<file path="src/hdl/vn_pkg.sv">
package vn_pkg;

  localparam int unsigned NCOMP  = 4;
  localparam int unsigned COMP_W = 16;
  localparam int unsigned SQ_W   = 2 * COMP_W - 1;        // |c|^2 <= 2^30
  localparam int unsigned SUM_W  = SQ_W + 2;              // four squares, <= 2^32
  localparam int unsigned FRAC_SHIFT = 16;
  localparam int unsigned RAD_W  = 50;                    // even width >= SUM_W + FRAC_SHIFT
  localparam int unsigned ROOT_W = RAD_W / 2;
  localparam int unsigned SQREM_W = ROOT_W + 1;
  localparam int unsigned Q_W    = 15;
  localparam int unsigned DIV_SHIFT = 22;
  localparam int unsigned DVD_W  = COMP_W + DIV_SHIFT;
  localparam int unsigned SUB_W  = ROOT_W + Q_W;
  localparam int unsigned OUT_W  = 16;

  localparam logic [Q_W-1:0] UNIT_ONE = Q_W'(16384);

  localparam int unsigned FRONT_STG = 2;
  localparam int unsigned PIPE_STG  = FRONT_STG + ROOT_W + Q_W;

  typedef logic [COMP_W-1:0] mag_t;

endpackage

</file>
<file path="src/hdl/vn_sqrt.sv">
module vn_sqrt (
  input  logic                       clk,
  input  logic                       en,
  input  logic [vn_pkg::RAD_W-1:0]   rad,
  output logic [vn_pkg::ROOT_W-1:0]  root
);
  import vn_pkg::*;

  logic [SQREM_W-1:0] rem_r  [1:ROOT_W];
  logic [ROOT_W-1:0]  root_r [1:ROOT_W];
  logic [RAD_W-1:0]   rad_r  [1:ROOT_W];

  for (genvar i = 0; i < ROOT_W; i++) begin : g_stg
    logic [SQREM_W-1:0] rem_i;
    logic [ROOT_W-1:0]  root_i;
    logic [RAD_W-1:0]   rad_i;
    logic [SQREM_W+1:0] cur;
    logic [SQREM_W+1:0] trial;
    logic               ge;

    if (i == 0) begin : g_first
      assign rem_i  = '0;
      assign root_i = '0;
      assign rad_i  = rad;
    end else begin : g_rest
      assign rem_i  = rem_r[i];
      assign root_i = root_r[i];
      assign rad_i  = rad_r[i];
    end

    // bring down the next two radicand bits, try root*4+1
    assign cur   = {rem_i, rad_i[RAD_W-1 -: 2]};
    assign trial = {1'b0, root_i, 2'b01};
    assign ge    = (cur >= trial);

    always_ff @(posedge clk) begin
      if (en) begin
        rem_r[i+1]  <= ge ? SQREM_W'(cur - trial) : SQREM_W'(cur);
        root_r[i+1] <= {root_i[ROOT_W-2:0], ge};
        rad_r[i+1]  <= {rad_i[RAD_W-3:0], 2'b00};
      end
    end
  end

  assign root = root_r[ROOT_W];

endmodule

</file>
<file path="config.mk">
export PLATFORM = sky130hd
export DESIGN_NAME = vn_sqrt
export DESIGN_NICKNAME = d
export VERILOG_FILES = /design/src/hdl/vn_pkg.sv /design/src/hdl/vn_sqrt.sv
export SDC_FILE = /design/constraint.sdc
export NUM_CORES = 2
export LEC_CHECK = 0
export BUFFER_PORTS_ARGS = -buffer_cell sky130_fd_sc_hd__buf_2
export CAP_MARGIN = 30
export CORE_MARGIN = 8
export CORE_UTILIZATION = 64
export DETAILED_ROUTE_END_ITERATION = 7
export HOLD_SLACK_MARGIN = 0.02
export MAX_ROUTING_LAYER = met4
export PLACE_DENSITY = 0.82
export SLEW_MARGIN = 20
export SYNTH_ARGS = -nofsm -noshare
export SYNTH_HDL_FRONTEND = slang
export SYNTH_SLANG_ARGS = --single-unit
</file>
<file path="constraint.sdc">
create_clock -name clk -period 3.24 [get_ports clk]
set_input_delay 0.162 -clock clk [delete_from_list [all_inputs] [get_ports clk]]
set_output_delay 0.162 -clock clk [all_outputs]
set_load 0.01 [all_outputs]
</file>
Word level (Yosys, flattened, before mapping) --
Memories as Yosys holds them, arrays and structs flattened. Cells that the tools add are included.
Storage, ports and cells: bits of input ports 52, memories kept 3, register bits 0, output and inout bits 25, word-level logic and storage cells 80, RAM bits 2475
Operators by class: order comparisons 25, $add $sub $neg 25, mux-type cells 27
Memory list:
- rad_r | depth 25, width 48, read ports 24, clocked after Yosys merged registers in 0, wr ports 25, RTL line vn_sqrt.sv:11 | logic [RAD_W-1:0] rad_r [1:ROOT_W];
- rem_r | depth 25, width 26, read ports 24, clocked after Yosys merged registers in 0, wr ports 25, RTL line vn_sqrt.sv:9 | logic [SQREM_W-1:0] rem_r [1:ROOT_W];
- root_r | depth 25, width 25, read ports 25, clocked after Yosys merged registers in 0, wr ports 25, RTL line vn_sqrt.sv:10 | logic [ROOT_W-1:0] root_r [1:ROOT_W];
Operators with widths (count):
- $ge A28 B27 Y1 | 24
- $mux W26 | 25
- $sub A26 B26 Y26 | 24
- $sub A2 B1 Y3 const B | 1
- $ge A2 B1 Y1 const B | 1
- $mux W1 | 2

Depth between registers and ports, before layout --
An unclocked memory read counts as a cell.
depth after elaboration 3, depth in mapped cells 13

Worst setup path before layout --
No wires, ideal clock.
path kind reg2reg, from register, netlist name rem_r[2][164], to register, netlist name rem_r[2][207], clock period less this slack 2.890 ns, stages on the path, launching flop included 9, data arrival time 2.630 ns, setup time 0.260 ns, path slack 0.350 ns, path through edfxtp_1 > ha_1 > a21o_1 > or3b_2 > a311o_1 > nand4_1 > a21oi_1 > a2111oi_0 > mux2_2

==> metrics.txt <==
outcome completed; largest net degree at the start of global routing 122; Post-synth top cells edfxtp_1 (1514), inv_1 (420), ha_1 (352); diode count 0; initial antenna violation count 0; Switch Pwr 14.8 mW; area occupied by multi-input gates 23100 µm²; critical path's slowest cell edfxtp_1; number of synthesized flops with an enable pin 1514; PD cells 678 nW/µm²; Placeable Area 109000 µm²; first-pass GRT wire length 226000 µm; CTS tree yes; peak per-stage delay on the critical path 470 ps; synthesized instance count 5370; Internal 38.8 mW; Syn Area/Cell 13.1 µm²; CP startpoint root_r[1][25]; Max Fclk 0.318 GHz; Fin. Hold Viols 0; I/O pin count 77; Non-Filler Instances 7231; Die Span Y 348 µm; worst r2r dst rem_r[1][67]; dpl ws 35.3 ps; Clock power frac 32.5%; Hold Crit Class in -> reg; die footprint 121000 µm²; fin crit period 3150 ps; number of global-route vias before repair 43400; Setup-failing EPs final 0; CTS buffer count 154; clk slew on worst S/H paths 60 ps; routed vias 43500; drt pass-1 iters 6; slew margin rel. 52.0%; Layout Skew 53.3 ps; Placer Congestion 0.911; Syn. warnings 0; Chip Width 348 µm; CP arrival 3650 ps; DR DRC count 0; crit path to rem_r[1][67]; drt total wl 142000 µm; CP Max Fanout 8; crit path capture type register; critical-path cell list inv_1, ha_1, o21a_1, o21ai_0, nand2_1, a221oi_2, a211oi_1, nor2b_1, buf_4, nand3b_1, xnor2_1; Final Max Slew Viols 0; CP Class reg -> reg; Leakage 30.7 nW; Synth Flop Type edfxtp_1; clock sinks 1514; Starting DRT DRC Count 4161; placed cell count 6893; Global Route Usage Sum 23.7%; nets 6095; crit start category register; VDD IR max 0.832 mV; Avg WL per Cell 19.6 µm; Synth Cell Area 70400 µm²; max capacitance violation total 0; later-pin clock latency in the skew report 770 ps; Antenna Nets Post-Route 0; WP data required 3750 ps; syn nets 5774; top cell type's share of synthesized area 64.6%; combinational group share of total power 18.7%; #FFs+latches synth 1514; final worst setup slack 94.2 ps; share of layout cells above drive strength 1 9.54%; length in cells of the worst reg-to-reg path 11; Async S/R FF share, synth 0%; Least-Margin Pin Slew 714 ps; Via density 6.02; DP Wirelength 95500 µm; Final Hold Slack 89.8 ps; Starting Density 64.6%; clock tree root driver cell clkbuf_16; row cnt 121; Area growth syn-to-layout 12.4%; CTS max path bufs 3; grt ovf 0; final critical-path share of the clock period 97.1%; register area share after synthesis 64.6%; switching share of power 27.6%; Flop pwr share 48.8%; # fillers 6866; number of distinct library cells after synthesis 103; IO buf count 76; R2R Setup Slk 90 ps; Sequential Area 45500 µm²; synth top area cells edfxtp_1 (65%), ha_1 (6.3%), xnor2_1 (3.0%), xor2_1 (2.9%), a21oi_1 (2.4%); Synth area leader edfxtp_1; most common cell in the synthesized netlist edfxtp_1; reg-to-reg startpoint root_r[1][25]; H-tree depth 4
## cell type report
type                            instances  area share [%]
Timing Repair Buffer                  258            2.80
Sequential cell                      1514            57.5
Multi-Input combinational cell       3340            29.1
Tap cell                             1414            2.24
Clock inverter                         90            1.26
Inverter                              423            2.01
Clock buffer                          192            5.08
## sequential cells by signal, summed over array words and instances, names as in the netlist
signal	flops
rem_r	589
root_r	325
rad_r	600
## worst max-delay path, delay by kind of cell (launching register included)
family / cells / cell delay, ps
AO/OA/AOI/OAI: 4 / 1120
AND/OR/NAND/NOR: 3 / 500
flip-flops: 1 / 470
adder cells (fa/ha/maj): 1 / 360
buffers and inverters: 2 / 260
XOR/XNOR: 1 / 170
## layout by cell type (no fill, tap or decap), drive strengths merged, types with 57 or more instances in the layout
cell	synthesis	layout
a21o	127	127
a21oi	331	331
buf	34	206
clkbuf	59	192
clkinv	0	69
edfxtp	1514	1514
ha	352	352
inv	423	427
nand2	337	337
nand2b	68	68
nand3	104	104
nand4	59	59
nor2	346	346
nor3	132	132
nor4	73	73
o21a	57	57
o21ai	242	242
xnor2	245	245
xor2	233	233
## cells by family (layout without fill, tap and decap cells)
| family | count (synthesis) | in the layout | synth area share (%) |
|---|---|---|---|
| fa+ha+maj | 352 | 352 | 6.26 |
| buf+inv | 516 | 963 | 2.82 |
| flops | 1514 | 1514 | 64.6 |
| other cells | 1 | 1 | 0.00533 |
| simple gates | 1411 | 1411 | 10.2 |
| compound gates | 1051 | 1051 | 9.46 |
| mux | 47 | 47 | 0.743 |
| xor+xnor | 478 | 478 | 5.95 |
## per-stage QoR
| stage | utilization [%] | power (mW) | TNS [ps] | area (µm²) |
|---|---|---|---|---|
| global placement | 67.4 | 35.9 | 0 | 73400 |
| detailed placement | 67.4 | 36.2 | 0 | 73400 |
| finish | 72.6 | 53.6 | 0 | 79100 |
| global route | 72.6 | 55.9 | -17.8 | 79100 |
| CTS | 72.5 | 53.8 | 0 | 79000 |
| floorplan | - | 33.1 | 0 | 70400 |
## worst min-delay path by stage
stage,from,end,slack (ps),cells past startpoint
floorplan,rad[0],rad_r[0][48],260,0
global placement,rad[3],rad_r[0][51],340,1
detailed placement,rad[4],rad_r[0][52],340,1
CTS,rad[42],rad_r[0][90],30,2
global route,rad[42],rad_r[0][90],70,2
finish,rad[43],rad_r[0][91],90,2
## metal layers
layer | up-vias | track usage (%) | routed length, µm
li1 | 20600 | - | -
met3 | 407 | 3.11 | 7150
met4 | 0 | 9.12 | 5270
met2 | 1472 | 41.9 | 74100
met5 | - | - | 0
met1 | 21000 | 27.6 | 55600
## power by group through the flow
stage / logic, mW / registers, mW / clock network (mW)
after floorplan: 7.28 / 25.8 / 0
after global placement: 9.50 / 26.4 / 0
after detailed placement: 9.73 / 26.5 / 0
after CTS: 9.91 / 26.2 / 17.7
after global routing: 11.1 / 26.4 / 18.4
final: 10.0 / 26.1 / 17.4
## timing repair
item | 4_1_cts | 5_1_grt
hold buffers | 52 | 0
gates cloned | 0 | 0
gates resized for setup | 1 | 21
pin swaps | 0 | 1
setup buffers | 0 | 4
endpoints found under the hold margin | 127 | 0
setup endpoints to repair | 1 | 42
Power figures use the tool's default switching activity.
