## config.mk

```make
export PLATFORM = sky130hd
export DESIGN_NAME = vn_div_lane
export DESIGN_NICKNAME = d
export VERILOG_FILES = /design/src/hdl/vn_pkg.sv /design/src/hdl/vn_div_lane.sv
export SDC_FILE = /design/constraint.sdc
export NUM_CORES = 2
export LEC_CHECK = 0
export BUFFER_PORTS_ARGS = -buffer_cell sky130_fd_sc_hd__buf_2
export CAP_MARGIN = 10
export CORE_UTILIZATION = 62
export CTS_CLUSTER_SIZE = 16
export DETAILED_ROUTE_END_ITERATION = 8
export PLACE_DENSITY_LB_ADDON = 0.05
export SETUP_SLACK_MARGIN = 0.15
export SYNTH_ARGS = -nofsm -noshare
export SYNTH_HDL_FRONTEND = slang
export SYNTH_SLANG_ARGS = --single-unit
```

## constraint.sdc

```tcl
create_clock -name clk -period 9.1 [get_ports clk]
set_input_delay 1.365 -clock clk [delete_from_list [all_inputs] [get_ports clk]]
set_output_delay 1.365 -clock clk [all_outputs]
set_load 0.02 [all_outputs]
```

## src/hdl/vn_pkg.sv

```systemverilog
package vn_pkg;

  localparam int unsigned NCOMP  = 4;
  localparam int unsigned COMP_W = 16;
  localparam int unsigned SQ_W   = 2 * COMP_W - 1;        // |c|^2 <= 2^30
  localparam int unsigned SUM_W  = SQ_W + 2;              // four squares, <= 2^32
  localparam int unsigned FRAC_SHIFT = 16;
  localparam int unsigned RAD_W  = 50;                    // even width >= SUM_W + FRAC_SHIFT
  localparam int unsigned ROOT_W = RAD_W / 2;
  localparam int unsigned SQREM_W = ROOT_W + 1;
  localparam int unsigned Q_W    = 15;
  localparam int unsigned DIV_SHIFT = 22;
  localparam int unsigned DVD_W  = COMP_W + DIV_SHIFT;
  localparam int unsigned SUB_W  = ROOT_W + Q_W;
  localparam int unsigned OUT_W  = 16;

  localparam logic [Q_W-1:0] UNIT_ONE = Q_W'(16384);

  localparam int unsigned FRONT_STG = 2;
  localparam int unsigned PIPE_STG  = FRONT_STG + ROOT_W + Q_W;

  typedef logic [COMP_W-1:0] mag_t;

endpackage

```

## src/hdl/vn_div_lane.sv

```systemverilog
module vn_div_lane (
  input  logic                       clk,
  input  logic                       en,
  input  vn_pkg::mag_t               mag,
  input  logic [vn_pkg::ROOT_W-1:0]  len,
  output logic [vn_pkg::Q_W-1:0]     quo
);
  import vn_pkg::*;

  logic [DVD_W-1:0]  rem_r [1:Q_W];
  logic [Q_W-1:0]    quo_r [1:Q_W];
  logic [ROOT_W-1:0] len_r [1:Q_W];

  for (genvar i = 0; i < Q_W; i++) begin : g_stg
    logic [DVD_W-1:0]  rem_i;
    logic [Q_W-1:0]    quo_i;
    logic [ROOT_W-1:0] len_i;
    logic [SUB_W-1:0]  sub;
    logic              ge;

    if (i == 0) begin : g_first
      assign rem_i = {mag, DIV_SHIFT'(0)};
      assign quo_i = '0;
      assign len_i = len;
    end else begin : g_rest
      assign rem_i = rem_r[i];
      assign quo_i = quo_r[i];
      assign len_i = len_r[i];
    end

    // quotient bit Q_W-1-i: try subtracting the length shifted to that weight
    assign sub = SUB_W'(len_i) << (Q_W - 1 - i);
    assign ge  = (SUB_W'(rem_i) >= sub);

    always_ff @(posedge clk) begin
      if (en) begin
        rem_r[i+1] <= ge ? DVD_W'(rem_i - sub[DVD_W-1:0]) : rem_i;
        quo_r[i+1] <= {quo_i[Q_W-2:0], ge};
        len_r[i+1] <= len_i;
      end
    end
  end

  assign quo = quo_r[Q_W];

endmodule

```

# [Yosys cells after proc, flatten, opt, wreduce, memory -nomap -nowiden]
# Memories as Yosys holds them, arrays and structs flattened.
# Cells that the tools add are included.
[op_classes] order_cmp=15 n_mux=17 n_addsub=15
[ops] operator="38-bit two-way mux" count=15
[ops] operator="38-bit subtractor" count=2
[ops] operator="38-bit by 39-bit >= comparator with 1-bit output" count=1
[ops] operator="38-bit by 25-bit >= comparator with 1-bit output" count=1
[ops] operator="38-bit by 26-bit >= comparator with 1-bit output" count=1
[ops] operator="38-bit by 27-bit >= comparator with 1-bit output" count=1
[ops] operator="38-bit by 28-bit >= comparator with 1-bit output" count=1
[ops] operator="38-bit by 29-bit >= comparator with 1-bit output" count=1
[ops] operator="38-bit by 30-bit >= comparator with 1-bit output" count=1
[ops] operator="38-bit by 31-bit >= comparator with 1-bit output" count=1
[ops] operator="38-bit by 32-bit >= comparator with 1-bit output" count=1
[ops] operator="38-bit by 33-bit >= comparator with 1-bit output" count=1
[ops] operator="38-bit by 34-bit >= comparator with 1-bit output" count=1
[ops] operator="38-bit by 35-bit >= comparator with 1-bit output" count=1
[ops] operator="38-bit by 36-bit >= comparator with 1-bit output" count=1
[ops] operator="38-bit by 37-bit >= comparator with 1-bit output" count=1
[ops] operator="38-bit >= comparator" count=1
[ops] operator="38-bit by 25-bit subtractor with 38-bit output" count=1
[ops] operator="38-bit by 26-bit subtractor with 38-bit output" count=1
[ops] operator="38-bit by 27-bit subtractor with 38-bit output" count=1
[ops] operator="38-bit by 28-bit subtractor with 38-bit output" count=1
[ops] operator="38-bit by 29-bit subtractor with 38-bit output" count=1
[ops] operator="38-bit by 30-bit subtractor with 38-bit output" count=1
[ops] operator="38-bit by 31-bit subtractor with 38-bit output" count=1
[ops] operator="other kinds (7)" count=8
[totals] input_bits=43 ff_bits=0 out_inout_bits=15 wordCells=50 ram_bits=1170 n_memories=3
[mem_list] name="rem_r" words=15 word_bits=38 rd=14 rd_clocked_by_memory_dff=0 write_ports=15 line_no="vn_div_lane.sv:10" text="logic [DVD_W-1:0] rem_r [1:Q_W];"
[mem_list] name="len_r" words=15 word_bits=25 rd=14 rd_clocked_by_memory_dff=0 write_ports=15 line_no="vn_div_lane.sv:12" text="logic [ROOT_W-1:0] len_r [1:Q_W];"
[mem_list] name="quo_r" words=15 word_bits=15 rd=15 rd_clocked_by_memory_dff=0 write_ports=15 line_no="vn_div_lane.sv:11" text="logic [Q_W-1:0] quo_r [1:Q_W];"

# [Longest topological paths before layout]
# An unclocked memory read counts as a cell.
[depth] ltp_word=3 depth_mapped=14 mapped_depth_nobuf=12

# [Worst setup path before layout]
# Ideal clock, no wire load.
[synth_path] path_kind="in2reg" startpoint="in len[12] in the netlist's numbering" endpoint="reg rem_r[0][74] (netlist name)" path_buffers=1 slack_ns=5.066 stages=12 arrival_ns=3.774 t_required_ns=8.840 setup_time_ns=0.260 path_cell_list="inv_1 ha_1 a21oi_1 o21ai_0 a2111oi_4 o41ai_2 and2_2 o21ai_0 a21oi_1 o21bai_2 buf_2 mux2_2"
[synth_rtl] item="start: declaration" line_no="vn_div_lane.sv:5" text="input logic [vn_pkg::ROOT_W-1:0] len,"

==> metrics.csv <==
metric,value,unit
run status,finished clean,
ys flop type,edfxtp_1,
Sink Count,897,
Mapped Area,51400,sq um
post-CTS sizing,0,
met2 wire len,59.61,mm
HPWL after DPL,79.73,mm
worst min-delay path class,flop to flop,
CTS buffer count,95,
Post-Place Setup Slack,4.618,ns
Die Span X,289.9,um
Max IR drop VDD,0.1782,mV
Clock Tree Buf Depth,3,
Unique masters post-synth,102,
CP startpoint kind,flop,
CP cell instances,ha_1 -> a211oi_2 -> o21ai_1 -> o221a_2 -> o41ai_4 -> o311ai_0 -> a21oi_2 -> buf_4 -> clkinv_1 -> mux2_2,
DR iter-0 viols,1803,
"wirelength, routed",105.8,mm
global route overflow,0,
clock slew seen by the registers of the worst setup and hold paths,0.06,ns
"Net Count, Synth",5089,
Tot GR Track Use,25.06,%
Crit-path slowest cell,clkinv_1,
Post-Route M1 WL,35.40,mm
Crit path arrival time,4.54,ns
Multi-input gate area,22310,sq um
setup_tns,0,ns
Slew HR,20.99,%
DR DRC count,0,
Final setup viols,0,
Avg Inst Size Synth,11.01,sq um
Fmax achieved,241.2,MHz
First-pass DRT Iterations,7,
"Hold Vio Cnt, Final",0,
number of buffers and inverters on the critical path,2,
instance count of the mapped netlist,4667,
register area,26940,sq um
cell family with most CP delay,compound AO/OA/AOI/OAI gates,
I/O Buffers,57,
H-tree depth,3,
sequential fraction of the synthesis area,52.41,%
CP max FO,43,
Synth Warn #,0,
Vias,34782,
number of synthesized register bits,897,
Synth-to-Final Area Change,8.761,%
Leakage,22.53,nW
WL per Instance,17.96,um
post-CTS setup buffer count,0,
clock skew,0.02392,ns
critical path class,flop to flop,
die span in y,289.9,um
RSZ-0062 raised after global routing,false,
ant diodes,0,
reg-to-reg startpoint,rem_r[2][15],
initial core utilization,62.60,%
delay of the slowest critical-path stage,0.52,ns
fin crit period,4.146,ns
standard-cell rows,105,
"EDFF count, synth",897,
io pins,58,
CORE AREA,82110,sq um
final worst-path cycle share,45.56,%
Final Wtd Congestion,0.9803,
"Async S/R FF share, synth",0,%
vias per std cell,5.905,
Final WS setup,4.954,ns
initial antenna violation count,0,
DIE AREA,84050,sq um
final net count,5168,
max-cap violations,0,
Hold Crit Start,quo_r[4][6],
uppermost layer routed,met4,
Required @ worst endpoint,9.49,ns
layout cells sized above 1,7.241,%
PwrDens,307.5,nW/um^2
TritonCTS clock tree,done,
Fill cells,6143,
crit path launch,rem_r[2][15],
vias in the first global route,35521,
CTS Hold Bufs,0,
max-slew violations,0,
post-route ant nets,0,
Met3 Wirelength,2.981,mm
CTS Root Cell,clkbuf_16,
Crit. End Element,flop,
Tightest Pin Transition,1.174,ns
clock latency on the worst-skew pair,0.66,ns
largest net degree at the start of global routing,151,
global-route wire length before repair,169.4,mm
-- flip-flops by register name, indices dropped and copies added (netlist names) --
signal / count
len_r: 350
rem_r: 427
quo_r: 120
-- logic make-up after synthesis --
kind of cell,share of synthesized area (%)
flip-flops,52.41
AO/OA/AOI/OAI,15.30
buffers and inverters,4.280
adder cells (fa/ha/maj),9.416
AND/OR/NAND/NOR,10.85
multiplexers,1.804
XOR/XNOR,5.947
-- final cells by class --
class | count | area share (%)
multi-input cells | 3195 | 39.92
well taps | 1070 | 2.395
clock buffers | 108 | 4.340
repair buffers | 86 | 1.030
flip-flops and latches | 897 | 48.19
clock inverters | 63 | 0.9692
inverters | 471 | 3.163
-- layout by cell type, fill, tap and decap left out, types with 25 or more instances in the layout --
| cell type | n |
|---|---|
| clkbuf_16 | 95 |
| a21o_1 | 163 |
| inv_1 | 469 |
| nand3_1 | 64 |
| nand2_1 | 352 |
| nand2b_1 | 63 |
| buf_2 | 56 |
| a211oi_1 | 35 |
| nor2b_1 | 47 |
| a31oi_1 | 35 |
| clkinv_1 | 31 |
| mux2_2 | 75 |
| nor4_1 | 38 |
| o21ai_0 | 314 |
| o21a_1 | 49 |
| or3_1 | 25 |
| nand4_1 | 68 |
| xnor2_1 | 187 |
| nor2_1 | 285 |
| o21bai_1 | 33 |
| and3_1 | 32 |
| a21oi_1 | 383 |
| xor2_1 | 162 |
| o31ai_1 | 30 |
| nor3_1 | 59 |
| edfxtp_1 | 897 |
| ha_1 | 366 |
-- per-layer routing --
| layer | up-vias | track usage [%] |
|---|---|---|
| li1 | 17297 | - |
| met1 | 16371 | 21.91 |
| met2 | 750 | 51.41 |
| met3 | 364 | 2.803 |
| met4 | 0 | 18.03 |
| met5 | - | 0 |
-- worst register-to-register path, stage by stage, from the launching register on --
cell      delay (ns)
edfxtp_1        0.40
ha_1            0.39
a211oi_2        0.27
o21ai_1         0.10
o221a_2         0.27
o41ai_4         0.51
o311ai_0        0.39
a21oi_2         0.23
buf_4           0.39
clkinv_1        0.52
mux2_2          0.42
-- final timing paths --
path	slack, ns	end	cells past startpoint
worst min-delay path	0.41	quo_r[4][22]	0
worst max register to register	4.95	rem_r[2][63]	10
worst max-delay path	4.95	rem_r[2][63]	10
worst min register to register	0.41	quo_r[4][22]	0
-- cells in the mapped netlist (all sizes together) (8+ instances only) --
cell / count / area, sq um
or3: 25 / 156.4
ha: 366 / 4579
a21oi: 386 / 1936
a2111oi: 12 / 156.4
and2: 18 / 115.1
nand4: 68 / 425.4
nor4: 40 / 262.8
nor3b: 16 / 125.1
nor2: 287 / 1082
buf: 27 / 142.6
nand2: 352 / 1321
a221o: 11 / 110.1
o21ai: 320 / 1605
o41ai: 12 / 138.9
edfxtp: 897 / 26940
a21boi: 16 / 120.1
a21o: 163 / 1224
a41o: 8 / 80.08
nor3: 60 / 300.3
o21bai: 34 / 259.0
nand3: 64 / 320.3
xor2: 162 / 1419
a211oi: 36 / 275.3
nor2b: 47 / 294.0
nand2b: 63 / 394.1
o21a: 49 / 367.9
o311ai: 9 / 78.83
a311oi: 9 / 78.83
or4: 18 / 140.1
clkbuf: 77 / 289.0
xnor2: 187 / 1638
or2: 16 / 100.1
fa: 13 / 260.3
o211ai: 21 / 162.6
inv: 470 / 1764
mux2: 77 / 867.1
a31oi: 36 / 240.2
o31ai: 30 / 225.2
a211o: 10 / 87.58
and3: 34 / 215.2
o31a: 13 / 113.9
-- power by group --
part	internal (mW)	leakage, nW	total (mW)	switching [mW]
sequential	5.96	8.68	6.51	0.553
clock	2.09	1.45	3.69	1.60
combinational	3.00	12.4	7.00	4.00
-- stage by stage --
stage | area, sq um | power [mW] | utilization [%] | hold slack [ns] | std cells
after floorplan | 51400 | 11.77 | - | 0.4003 | 4667
after global placement | 52930 | 13.36 | 64.46 | 0.4000 | 5719
after detailed placement | 52930 | 13.48 | 64.46 | 0.4045 | 5719
after CTS | 55900 | 17.21 | 68.08 | 0.4127 | 5890
after global routing | 55900 | 18.29 | 68.08 | 0.4168 | 5890
final | 55900 | 17.19 | 68.08 | 0.4149 | 5890
Power figures use the tool's default switching activity.
